`src/hw/rtl/lane_line_slope_averager_macros.svh`:
```
// Assertion macros for the lane line averager.
// Used by the top level; no other dependencies.
`ifndef LANE_LINE_SLOPE_AVERAGER_MACROS_SVH
`define LANE_LINE_SLOPE_AVERAGER_MACROS_SVH
`ifndef SYNTH
`define LLSA_ASSERT_IMPL(label, clk, rst, ante, cons) \
   label: assert property (@(posedge clk) disable iff (rst) (ante) |-> (cons)) \
      else $error("assertion failed");
`define LLSA_ASSERT_NEXT(label, clk, rst, ante, cons) \
   label: assert property (@(posedge clk) disable iff (rst) (ante) |=> (cons)) \
      else $error("assertion failed");
`else
`define LLSA_ASSERT_IMPL(label, clk, rst, ante, cons)
`define LLSA_ASSERT_NEXT(label, clk, rst, ante, cons)
`endif
`endif

```
`src/hw/rtl/llsa_pkg.sv`:
```
// Shared types and constants for the lane line averager.
// No dependencies.
`timescale 1ns / 1ps
package llsa_pkg;
   localparam int COORD_W = 12;
   localparam int OUT_W   = 16;
   localparam int CSR_IDX_W = 1;
   localparam logic [CSR_IDX_W-1:0] CSR_FRAME_HEIGHT = 1'b0;
   localparam logic [CSR_IDX_W-1:0] CSR_LINE_RISE    = 1'b1;
   // Divider jobs
   typedef enum logic [2:0] {
      JOB_SLOPE, JOB_ICPT, JOB_LB, JOB_LT, JOB_RB, JOB_RT
   } job_type;
   typedef enum logic [2:0] {
      ST_IDLE, ST_CHECK, ST_DIV_START, ST_DIV_WAIT, ST_ACCUM, ST_RESULT, ST_OUT
   } state_type;
   // Controller to datapath
   typedef struct packed {
      logic    load;
      logic    div_start;
      job_type job;
      logic    store_q;
      logic    accum;
      logic    out_load;
   } cmd_type;
   // Datapath to controller
   typedef struct packed {
      logic dx_zero;
      logic last;
      logic div_done;
   } sts_type;
endpackage

```
`src/hw/rtl/llsa_divider.sv`:
```
// Signed restoring divider, one quotient bit per cycle, truncating toward zero.
// Depends on nothing but its parameter.
`timescale 1ns / 1ps
module llsa_divider #(
   parameter int W = 64
) (
   input  logic                clock,
   input  logic                reset,
   input  logic                start,
   input  logic signed [W-1:0] dividend,
   input  logic signed [W-1:0] divisor,
   output logic                done,
   output logic signed [W-1:0] quotient
);
   localparam int CW = $clog2(W + 1);
   logic [W-1:0] rem_ff, rem_in, quo_ff, quo_in, den_ff, den_in;
   logic [CW-1:0] cnt_ff, cnt_in;
   logic busy_ff, busy_in, neg_ff, neg_in, done_ff, done_in;
   logic [W:0] trial;
   logic [W-1:0] rsh;

   // Shift one bit a cycle
   always_comb begin
      rsh   = {rem_ff[W-2:0], quo_ff[W-1]};
      trial = {1'b0, rsh} - {1'b0, den_ff};
      rem_in = rem_ff; quo_in = quo_ff; den_in = den_ff;
      cnt_in = cnt_ff; busy_in = busy_ff; neg_in = neg_ff; done_in = 1'b0;
      if (start) begin
         rem_in = '0;
         quo_in = dividend[W-1] ? W'(-dividend) : dividend;
         den_in = divisor[W-1] ? W'(-divisor) : divisor;
         neg_in = dividend[W-1] ^ divisor[W-1];
         cnt_in = CW'(W);
         busy_in = 1'b1;
      end else if (busy_ff) begin
         quo_in = {quo_ff[W-2:0], ~trial[W]};
         rem_in = trial[W] ? rsh : trial[W-1:0];
         cnt_in = cnt_ff - 1'b1;
         if (cnt_ff == CW'(1)) begin
            busy_in = 1'b0;
            done_in = 1'b1;
         end
      end
   end

   always_ff @(posedge clock) begin
      if (reset) begin
         busy_ff <= 1'b0;
         done_ff <= 1'b0;
         cnt_ff  <= '0;
      end else begin
         busy_ff <= busy_in;
         done_ff <= done_in;
         cnt_ff  <= cnt_in;
      end
      rem_ff <= rem_in;
      quo_ff <= quo_in;
      den_ff <= den_in;
      neg_ff <= neg_in;
   end

   assign done     = done_ff;
   assign quotient = neg_ff ? W'(-quo_ff) : quo_ff;
endmodule

```
`src/hw/rtl/llsa_datapath.sv`:
```
// Datapath: segment registers, side sums, shared divider and result word.
// Depends on llsa_pkg and llsa_divider.
`timescale 1ns / 1ps
module llsa_datapath
   import llsa_pkg::*;
#(
   parameter int MAX_SEGMENTS = 256,
   parameter int COORD_BITS   = 12,
   parameter int FRAC_BITS    = 20
) (
   input  logic                     clock,
   input  logic                     reset,
   input  cmd_type                  cmd,
   output sts_type                  sts,
   input  logic [COORD_W-1:0]       x_start,
   input  logic [COORD_W-1:0]       y_start,
   input  logic [COORD_W-1:0]       x_end,
   input  logic [COORD_W-1:0]       y_end,
   input  logic                     frame_last,
   input  logic [COORD_W-1:0]       frame_height,
   input  logic [COORD_W-1:0]       line_rise,
   output logic signed [OUT_W-1:0]  left_x_bottom,
   output logic signed [OUT_W-1:0]  left_x_top,
   output logic                     left_valid,
   output logic signed [OUT_W-1:0]  right_x_bottom,
   output logic signed [OUT_W-1:0]  right_x_top,
   output logic                     right_valid,
   output logic [COORD_W-1:0]       y_bottom,
   output logic signed [COORD_W:0]  y_top
);
   localparam int DW = 64;
   localparam int NW = $clog2(MAX_SEGMENTS + 1);
   // Coordinate bits actually kept from the port fields
   localparam int CB = (COORD_BITS < COORD_W) ? COORD_BITS : COORD_W;

   logic [CB-1:0] xs_ff, ys_ff, xe_ff, ye_ff;
   logic last_ff;
   logic signed [DW-1:0] m_ff, b_ff;
   logic [DW-1:0] ls_ff, lb_ff, rs_ff, rb_ff;
   logic [NW-1:0] lc_ff, rc_ff;
   logic signed [DW-1:0] dxs, dys, prod, num, den, quo;
   logic signed [2*CB+2:0] prod_n;
   logic signed [DW-1:0] yb, yt, ybn, ytn, rbn, rtn;
   logic signed [COORD_W+NW+1:0] lbp, ltp, rbp, rtp;
   logic signed [DW-1:0] lxb_ff, lxt_ff, rxb_ff;
   logic div_done;
   logic signed [OUT_W-1:0] lxb_o, lxt_o, rxb_o, rxt_o;
   logic lv_o, rv_o;
   logic [COORD_W-1:0] yb_o;
   logic signed [COORD_W:0] yt_o;

   // Hold segment on accept
   always_ff @(posedge clock) begin
      if (cmd.load) begin
         xs_ff <= x_start[CB-1:0];
         ys_ff <= y_start[CB-1:0];
         xe_ff <= x_end[CB-1:0];
         ye_ff <= y_end[CB-1:0];
         last_ff <= frame_last;
      end
   end

   assign dxs    = DW'($signed({1'b0, xe_ff})) - DW'($signed({1'b0, xs_ff}));
   assign dys    = DW'($signed({1'b0, ye_ff})) - DW'($signed({1'b0, ys_ff}));
   assign prod_n = $signed({1'b0, ys_ff}) * $signed({1'b0, xe_ff})
                 - $signed({1'b0, ye_ff}) * $signed({1'b0, xs_ff});
   assign prod   = DW'(prod_n);
   assign yb   = DW'($signed({1'b0, frame_height}));
   assign yt   = yb - DW'($signed({1'b0, line_rise}));
   // Row times count on narrow multipliers, then scale
   assign lbp  = $signed(yb[COORD_W:0]) * $signed({1'b0, lc_ff});
   assign ltp  = $signed(yt[COORD_W:0]) * $signed({1'b0, lc_ff});
   assign rbp  = $signed(yb[COORD_W:0]) * $signed({1'b0, rc_ff});
   assign rtp  = $signed(yt[COORD_W:0]) * $signed({1'b0, rc_ff});
   assign ybn  = DW'(lbp) <<< FRAC_BITS;
   assign ytn  = DW'(ltp) <<< FRAC_BITS;
   assign rbn  = DW'(rbp) <<< FRAC_BITS;
   assign rtn  = DW'(rtp) <<< FRAC_BITS;

   // Pick dividend and divisor for the job
   always_comb begin
      case (cmd.job)
         JOB_SLOPE: begin num = dys <<< FRAC_BITS;  den = dxs; end
         JOB_ICPT:  begin num = prod <<< FRAC_BITS; den = dxs; end
         JOB_LB:    begin num = ybn - $signed(lb_ff); den = $signed(ls_ff); end
         JOB_LT:    begin num = ytn - $signed(lb_ff); den = $signed(ls_ff); end
         JOB_RB:    begin num = rbn - $signed(rb_ff); den = $signed(rs_ff); end
         JOB_RT:    begin num = rtn - $signed(rb_ff); den = $signed(rs_ff); end
         default:   begin num = '0; den = 64'sd1; end
      endcase
   end

   llsa_divider #(.W(DW)) u_div (
      .clock(clock), .reset(reset), .start(cmd.div_start),
      .dividend(num), .divisor(den), .done(div_done), .quotient(quo)
   );

   // Capture quotient; the last one goes straight into the result word
   always_ff @(posedge clock) begin
      if (cmd.store_q) begin
         case (cmd.job)
            JOB_SLOPE: m_ff <= quo;
            JOB_ICPT:  b_ff <= quo;
            JOB_LB:    lxb_ff <= quo;
            JOB_LT:    lxt_ff <= quo;
            JOB_RB:    rxb_ff <= quo;
            default:   m_ff <= m_ff;
         endcase
      end
   end

   // Accumulate per side; clear after frame end
   always_ff @(posedge clock) begin
      if (reset || cmd.out_load) begin
         ls_ff <= '0; lb_ff <= '0; lc_ff <= '0;
         rs_ff <= '0; rb_ff <= '0; rc_ff <= '0;
      end else if (cmd.accum) begin
         if (m_ff[DW-1]) begin
            if (lc_ff < NW'(MAX_SEGMENTS)) begin
               ls_ff <= ls_ff + m_ff; lb_ff <= lb_ff + b_ff; lc_ff <= lc_ff + 1'b1;
            end
         end else if (rc_ff < NW'(MAX_SEGMENTS)) begin
            rs_ff <= rs_ff + m_ff; rb_ff <= rb_ff + b_ff; rc_ff <= rc_ff + 1'b1;
         end
      end
   end

   function automatic logic signed [OUT_W-1:0] sat(input logic signed [DW-1:0] v);
      if (v > 64'sd32767) return 16'sh7fff;
      if (v < -64'sd32768) return 16'sh8000;
      return v[OUT_W-1:0];
   endfunction

   // Load the result word
   always_ff @(posedge clock) begin
      if (cmd.out_load) begin
         lv_o  <= (lc_ff != '0) && (ls_ff != '0);
         rv_o  <= (rc_ff != '0) && (rs_ff != '0);
         lxb_o <= ((lc_ff != '0) && (ls_ff != '0)) ? sat(lxb_ff) : '0;
         lxt_o <= ((lc_ff != '0) && (ls_ff != '0)) ? sat(lxt_ff) : '0;
         rxb_o <= ((rc_ff != '0) && (rs_ff != '0)) ? sat(rxb_ff) : '0;
         rxt_o <= ((rc_ff != '0) && (rs_ff != '0)) ? sat(quo) : '0;
         yb_o  <= frame_height;
         yt_o  <= yt[COORD_W:0];
      end
   end

   assign sts.dx_zero  = (xs_ff == xe_ff);
   assign sts.last     = last_ff;
   assign sts.div_done = div_done;
   assign left_x_bottom = lxb_o;  assign left_x_top = lxt_o;  assign left_valid = lv_o;
   assign right_x_bottom = rxb_o; assign right_x_top = rxt_o; assign right_valid = rv_o;
   assign y_bottom = yb_o;        assign y_top = yt_o;
endmodule

```
`src/hw/rtl/llsa_control.sv`:
```
// Controller: sequences divider jobs per segment and at frame end.
// Depends on llsa_pkg.
`timescale 1ns / 1ps
module llsa_control
   import llsa_pkg::*;
(
   input  logic    clock,
   input  logic    reset,
   input  logic    req_valid,
   output logic    req_ready,
   output logic    rsp_valid,
   input  logic    rsp_ready,
   output cmd_type cmd,
   input  sts_type sts
);
   state_type state_ff, state_in;
   job_type job_ff, job_in;

   // Next state
   always_comb begin
      state_in = state_ff;
      job_in   = job_ff;
      case (state_ff)
         ST_IDLE: if (req_valid) state_in = ST_CHECK;
         ST_CHECK: begin
            job_in = JOB_SLOPE;
            state_in = sts.dx_zero ? (sts.last ? ST_RESULT : ST_IDLE) : ST_DIV_START;
         end
         ST_RESULT: begin
            job_in = JOB_LB;
            state_in = ST_DIV_START;
         end
         ST_DIV_START: state_in = ST_DIV_WAIT;
         ST_DIV_WAIT: if (sts.div_done) begin
            case (job_ff)
               JOB_SLOPE: begin job_in = JOB_ICPT; state_in = ST_DIV_START; end
               JOB_ICPT:  state_in = ST_ACCUM;
               JOB_LB:    begin job_in = JOB_LT; state_in = ST_DIV_START; end
               JOB_LT:    begin job_in = JOB_RB; state_in = ST_DIV_START; end
               JOB_RB:    begin job_in = JOB_RT; state_in = ST_DIV_START; end
               default:   state_in = ST_OUT;
            endcase
         end
         ST_ACCUM: state_in = sts.last ? ST_RESULT : ST_IDLE;
         ST_OUT: if (rsp_ready) state_in = ST_IDLE;
         default: state_in = ST_IDLE;
      endcase
   end

   // Outputs
   always_comb begin
      cmd = '0;
      cmd.job = job_ff;
      req_ready = (state_ff == ST_IDLE);
      rsp_valid = (state_ff == ST_OUT);
      cmd.load = (state_ff == ST_IDLE) && req_valid;
      cmd.div_start = (state_ff == ST_DIV_START);
      cmd.store_q = (state_ff == ST_DIV_WAIT) && sts.div_done;
      cmd.accum = (state_ff == ST_ACCUM);
      cmd.out_load = (state_ff == ST_DIV_WAIT) && sts.div_done && (job_ff == JOB_RT);
   end

   always_ff @(posedge clock) begin
      if (reset) begin
         state_ff <= ST_IDLE;
         job_ff <= JOB_SLOPE;
      end else begin
         state_ff <= state_in;
         job_ff <= job_in;
      end
   end
endmodule

```
`src/hw/rtl/lane_line_slope_averager.sv`:
```
// Lane line averager: takes one segment word at a time; a segment with a
// nonzero dx needs two 64-step divisions on the shared restoring divider
// and the frame's last segment four more for the x values. The
// result word waits in an output register; no new segment is taken until
// it is read. Depends on llsa_pkg, llsa_control, llsa_datapath.
`timescale 1ns / 1ps
`include "lane_line_slope_averager_macros.svh"
module lane_line_slope_averager
   import llsa_pkg::*;
#(
   parameter int MAX_SEGMENTS = 256,
   parameter int COORD_BITS   = 12,
   parameter int FRAC_BITS    = 20
) (
   input  logic                    clock,
   input  logic                    reset,
   input  logic                    req_valid,
   output logic                    req_ready,
   input  logic [COORD_W-1:0]      req_x_start,
   input  logic [COORD_W-1:0]      req_y_start,
   input  logic [COORD_W-1:0]      req_x_end,
   input  logic [COORD_W-1:0]      req_y_end,
   input  logic                    req_frame_last,
   output logic                    rsp_valid,
   input  logic                    rsp_ready,
   output logic signed [OUT_W-1:0] rsp_left_x_bottom,
   output logic signed [OUT_W-1:0] rsp_left_x_top,
   output logic                    rsp_left_valid,
   output logic signed [OUT_W-1:0] rsp_right_x_bottom,
   output logic signed [OUT_W-1:0] rsp_right_x_top,
   output logic                    rsp_right_valid,
   output logic [COORD_W-1:0]      rsp_y_bottom,
   output logic signed [COORD_W:0] rsp_y_top,
   input  logic                    csr_valid,
   output logic                    csr_ready,
   input  logic [CSR_IDX_W-1:0]    csr_index,
   input  logic [31:0]             csr_data
);
   cmd_type cmd;
   sts_type sts;
   logic [COORD_W-1:0] fh_ff, lr_ff;

   // Configuration registers
   assign csr_ready = 1'b1;
   always_ff @(posedge clock) begin
      if (reset) begin
         fh_ff <= 12'd720;
         lr_ff <= 12'd150;
      end else if (csr_valid) begin
         case (csr_index)
            CSR_FRAME_HEIGHT: fh_ff <= csr_data[COORD_W-1:0];
            CSR_LINE_RISE:    lr_ff <= csr_data[COORD_W-1:0];
            default:          fh_ff <= fh_ff;
         endcase
      end
   end

   llsa_control u_ctl (
      .clock(clock), .reset(reset), .req_valid(req_valid), .req_ready(req_ready),
      .rsp_valid(rsp_valid), .rsp_ready(rsp_ready), .cmd(cmd), .sts(sts)
   );

   llsa_datapath #(
      .MAX_SEGMENTS(MAX_SEGMENTS), .COORD_BITS(COORD_BITS), .FRAC_BITS(FRAC_BITS)
   ) u_dp (
      .clock(clock), .reset(reset), .cmd(cmd), .sts(sts),
      .x_start(req_x_start), .y_start(req_y_start), .x_end(req_x_end),
      .y_end(req_y_end), .frame_last(req_frame_last),
      .frame_height(fh_ff), .line_rise(lr_ff),
      .left_x_bottom(rsp_left_x_bottom), .left_x_top(rsp_left_x_top),
      .left_valid(rsp_left_valid), .right_x_bottom(rsp_right_x_bottom),
      .right_x_top(rsp_right_x_top), .right_valid(rsp_right_valid),
      .y_bottom(rsp_y_bottom), .y_top(rsp_y_top)
   );

   `LLSA_ASSERT_IMPL(a_no_overlap, clock, reset, rsp_valid, !req_ready)
   `LLSA_ASSERT_NEXT(a_rsp_hold, clock, reset, rsp_valid && !rsp_ready, rsp_valid)
   `LLSA_ASSERT_NEXT(a_load_busy, clock, reset, req_valid && req_ready, !req_ready)
endmodule

```
`config.mk`:
```
export PLATFORM = sky130hd
export DESIGN_NAME = lane_line_slope_averager
export DESIGN_NICKNAME = d
export VERILOG_FILES = /design/src/hw/rtl/llsa_pkg.sv /design/src/hw/rtl/llsa_divider.sv /design/src/hw/rtl/llsa_datapath.sv /design/src/hw/rtl/llsa_control.sv /design/src/hw/rtl/lane_line_slope_averager.sv
export VERILOG_INCLUDE_DIRS = /design/src /design/src/hw/rtl
export SDC_FILE = /design/constraint.sdc
export NUM_CORES = 2
export LEC_CHECK = 0
export ABC_CLOCK_PERIOD_IN_PS = 17240
export BUFFER_PORTS_ARGS = -buffer_cell sky130_fd_sc_hd__clkbuf_2
export CAP_MARGIN = 40
export CORE_ASPECT_RATIO = 1.5
export CORE_MARGIN = 2
export CORE_UTILIZATION = 40
export CTS_CLUSTER_SIZE = 24
export DETAILED_ROUTE_END_ITERATION = 10
export SYNTH_ARGS = -nofsm -noshare
export SYNTH_HDL_FRONTEND = slang
export SYNTH_HIERARCHICAL = 1
export SYNTH_SLANG_ARGS = --single-unit
```
`constraint.sdc`:
```
create_clock -name clock -period 17.24 [get_ports clock]
set_input_delay 2.586 -clock clock [delete_from_list [all_inputs] [get_ports clock]]
set_output_delay 2.586 -clock clock [all_outputs]
set_load 0.005 [all_outputs]
```
==> reports/qor.txt <==
Final nets: 11,510
vias in the first global route: 76,026
DR vias/cell: 5.73
total grt overflow: 0
first-pass GRT wire length: 449,000 um
syn nets: 11,484
Num CTS Buffers: 102
period utilization: 82.5%
PD cells: 167 mW/mm^2
clk_skew: 0.0986 ns
sequential share of power: 17.6%
Residual DRC: 0
vias: 74,838
primary flip-flop cell chosen by synthesis mapping: edfxtp_1
routed wl met2: 148,000 um
post_cts resized: 0
worst skew pair latency: 0.78 ns
WL/cell: 22.7 um
Hold Violations, Final: 0
area post-placement: 0.0937 mm^2
max_cap viols: 0
post-CTS setup buffer count: 0
critical path arrival: 14.70 ns
# rows: 212
register area share after synthesis: 28.3%
M1 WL: 111,000 um
Die W: 389 um
measured slew at the worst slew-check pin: 1.07 ns
Max FO, Critical Path: 20
Area Overhead vs Synth: 9.50%
depth of the CTS H-tree: 3
Worst path slowest cell: o31ai_1
post-layout min period: 14.21 ns
flops & latches, synth: 965
Critical Path End Type: flop
routed wire length on met3: 15,100 um
CTS tree: built
cell-internal power: 8.15 mW
worst endpoint required time: 17.73 ns
share of post-route cells with drive strength above 1: 6.60%
synthesized instance count: 10,052
Cell Area, Synth: 0.0889 mm^2
crit path launch: fh_ff[1]$_SDFFE_PP0P_
CTS sink cnt: 965
Finished Cell Area: 0.0974 mm^2
core footprint: 0.222 mm^2
VDD IR max: 0.974 mV
max-slew violations: 0
critical path launch point type: flop
clock tree buffer depth: 3
YS warnings: 6
input/output buffers: 159
Root Driver: clkbuf_16
First-pass DRT Iterations: 8
crit path kind: flop to flop
syn avg cell area: 8.85 um^2
I/O Pins: 181
worst hold path class: flop to flop
DP HPWL: 229,000 um
Slew HR: 28.0%
Pleak: 42.8 nW
area of the die: 0.226 mm^2
utilization after layout: 43.9%
sw frac: 49.9%
die height: 582 um
largest net degree at the start of global routing: 149
Clock power frac: 15.2%
clk slew on worst S/H paths: 0.06 ns
cts hold-fix bufs: 0
RSZ-0062 raised after global routing: no
initial antenna violation count: 7
Async S/R FF share, synth: 0%
Post-synth EDFFs: 589
DR top layer: met5
total negative slack: 0 ns
Comb pwr share: 67.2%
maximum clock rate: 70.3 MHz
WL final: 297,000 um
gp weighted congestion: 0.974
Yosys cell types: 109
Worst path max stage delay: 0.64 ns
setup violators final: 0
aggregate global-route resource usage: 25.7%
antenna-violating nets left: 0
initial drt markers: 5,477
sw power: 8.13 mW
hold wc startpoint: u_dp/u_div/rem_ff[3]$_SDFFE_PP0P_
Critical R2R Launch: fh_ff[1]$_SDFFE_PP0P_
status: finished clean
Initial Utilization: 40.1%
[layout by cell type, fill, tap and decap left out, drive strengths merged, types with 150 or more instances in the layout]
cell and n:
fa 598, edfxtp 589, and2 288, buf 206, ha 747, a21oi 861, nor2 501, inv 1023
clkbuf 285, a21o 324, xnor2 408, xor2 282, nand4 150, o21ai 430, nand2 1360, dfxtp 376
[power groups by stage]
stage / clock [mW] / combinational, mW / sequential, mW
after floorplan: 0 / 7.10 / 2.82
after global placement: 0 / 10.7 / 2.91
after detailed placement: 0 / 10.8 / 2.91
after CTS: 2.53 / 10.9 / 2.87
after global routing: 2.61 / 11.8 / 2.88
final: 2.48 / 10.9 / 2.87
[cells by family (layout without fill, tap and decap cells)]
| logic type | Yosys count | in the layout | share of synthesized area [%] |
|---|---|---|---|
| flops | 965 | 965 | 28.3 |
| simple gates | 3166 | 3166 | 17.0 |
| xor+xnor | 690 | 690 | 6.79 |
| other cells | 1 | 2 | 0.00422 |
| fa+ha+maj | 1345 | 1345 | 24.0 |
| compound gates | 2374 | 2374 | 17.1 |
| buf+inv | 1464 | 1580 | 6.25 |
| mux | 47 | 47 | 0.540 |
[metal layers]
| layer | global-route usage (%) | vias to the layer above |
|---|---|---|
| li1 | - | 34881 |
| met2 | 45.4 | 2422 |
| met5 | 0 | - |
| met1 | 29.2 | 36735 |
| met3 | 2.92 | 796 |
| met4 | 16.7 | 4 |
[cell usage after synthesis, types with 38 or more instances]
cell,instances,area share [%]
a311oi_1,52,0.51
and3_1,62,0.44
inv_1,1018,4.3
ha_1,747,11
a221o_1,61,0.69
and2_1,286,2.0
nor3_1,118,0.66
o211ai_1,40,0.34
nor2_1,501,2.1
a211oi_1,64,0.54
o21ai_1,39,0.22
nand4_1,149,1.0
o21bai_1,93,0.78
nor4_1,112,0.79
o21ai_0,388,2.2
nand2_1,1359,5.7
a21o_1,324,2.7
nor2b_1,99,0.70
o41ai_1,38,0.37
a31oi_1,48,0.34
nand2b_1,108,0.76
nand3_1,142,0.80
o31ai_1,77,0.65
clkbuf_1,397,1.7
mux2i_1,39,0.44
dfxtp_1,376,8.5
or4_1,38,0.32
o21a_1,45,0.38
fa_1,598,13
xor2_1,282,2.8
xnor2_1,408,4.0
or3_1,69,0.49
a21oi_1,859,4.8
edfxtp_1,589,20
[state kept, by name (all words and copies together) (netlist names), 13 cells and up]
signal and cells:
u_dp/b_ff 64, u_dp/lb_ff 64, u_dp/left_x_bottom 16, u_dp/left_x_top 16, u_dp/ls_ff 64, u_dp/lxb_ff 64
u_dp/lxt_ff 64, u_dp/m_ff 64, u_dp/rb_ff 64, u_dp/right_x_bottom 16, u_dp/right_x_top 16, u_dp/rs_ff 64
u_dp/rxb_ff 64, u_dp/u_div/den_ff 64, u_dp/u_div/quo_ff 64, u_dp/u_div/rem_ff 63, u_dp/y_top 13
[path summary, 6_finish.rpt]
check	endpoint	slack, ns	depth (start not counted)
max reg2reg	u_dp/u_div/quo_ff[62]$_DFFE_PP_	3.03	54
min reg2reg	u_dp/u_div/rem_ff[4]$_SDFFE_PP0P_	0.44	2
min	u_dp/u_div/rem_ff[4]$_SDFFE_PP0P_	0.44	2
max	u_dp/u_div/quo_ff[62]$_DFFE_PP_	3.03	54
[stage by stage]
| step | setup WS, ns | hold slack [ns] | power (mW) | std cells |
|---|---|---|---|---|
| after floorplan | 4.26 | 0.435 | 9.92 | 10052 |
| after global placement | 3.33 | 0.452 | 13.6 | 12806 |
| after detailed placement | 3.23 | 0.458 | 13.7 | 12862 |
| after CTS | 3.17 | 0.434 | 16.3 | 13056 |
| after global routing | 2.17 | 0.476 | 17.3 | 13058 |
| final | 3.03 | 0.435 | 16.3 | 13058 |
[area by class of cell]
| class | instances | area (um^2) |
|---|---|---|
| Antenna cell | 1 | 2.50 |
| Clock buffer | 125 | 2710 |
| Clock inverter | 69 | 978 |
| Fill cell | 21765 | 124000 |
| Inverter | 1019 | 3820 |
| Multi-Input combinational cell | 7623 | 58500 |
| Sequential cell | 965 | 25200 |
| Tap cell | 2889 | 3610 |
| Timing Repair Buffer | 367 | 2510 |
[critical path, delay by kind of cell, from the launching register on]
| family | cells | cell delay, ns |
|---|---|---|
| DFF | 1 | 0.30 |
| buffers and inverters | 5 | 0.75 |
| xor gates and xnor gates | 3 | 0.47 |
| and+or+nand+nor | 14 | 2.69 |
| AOI/OAI and AO/OA | 24 | 6.24 |
| adders and majority gates | 8 | 3.42 |
(Power assumes the default switching activity.)
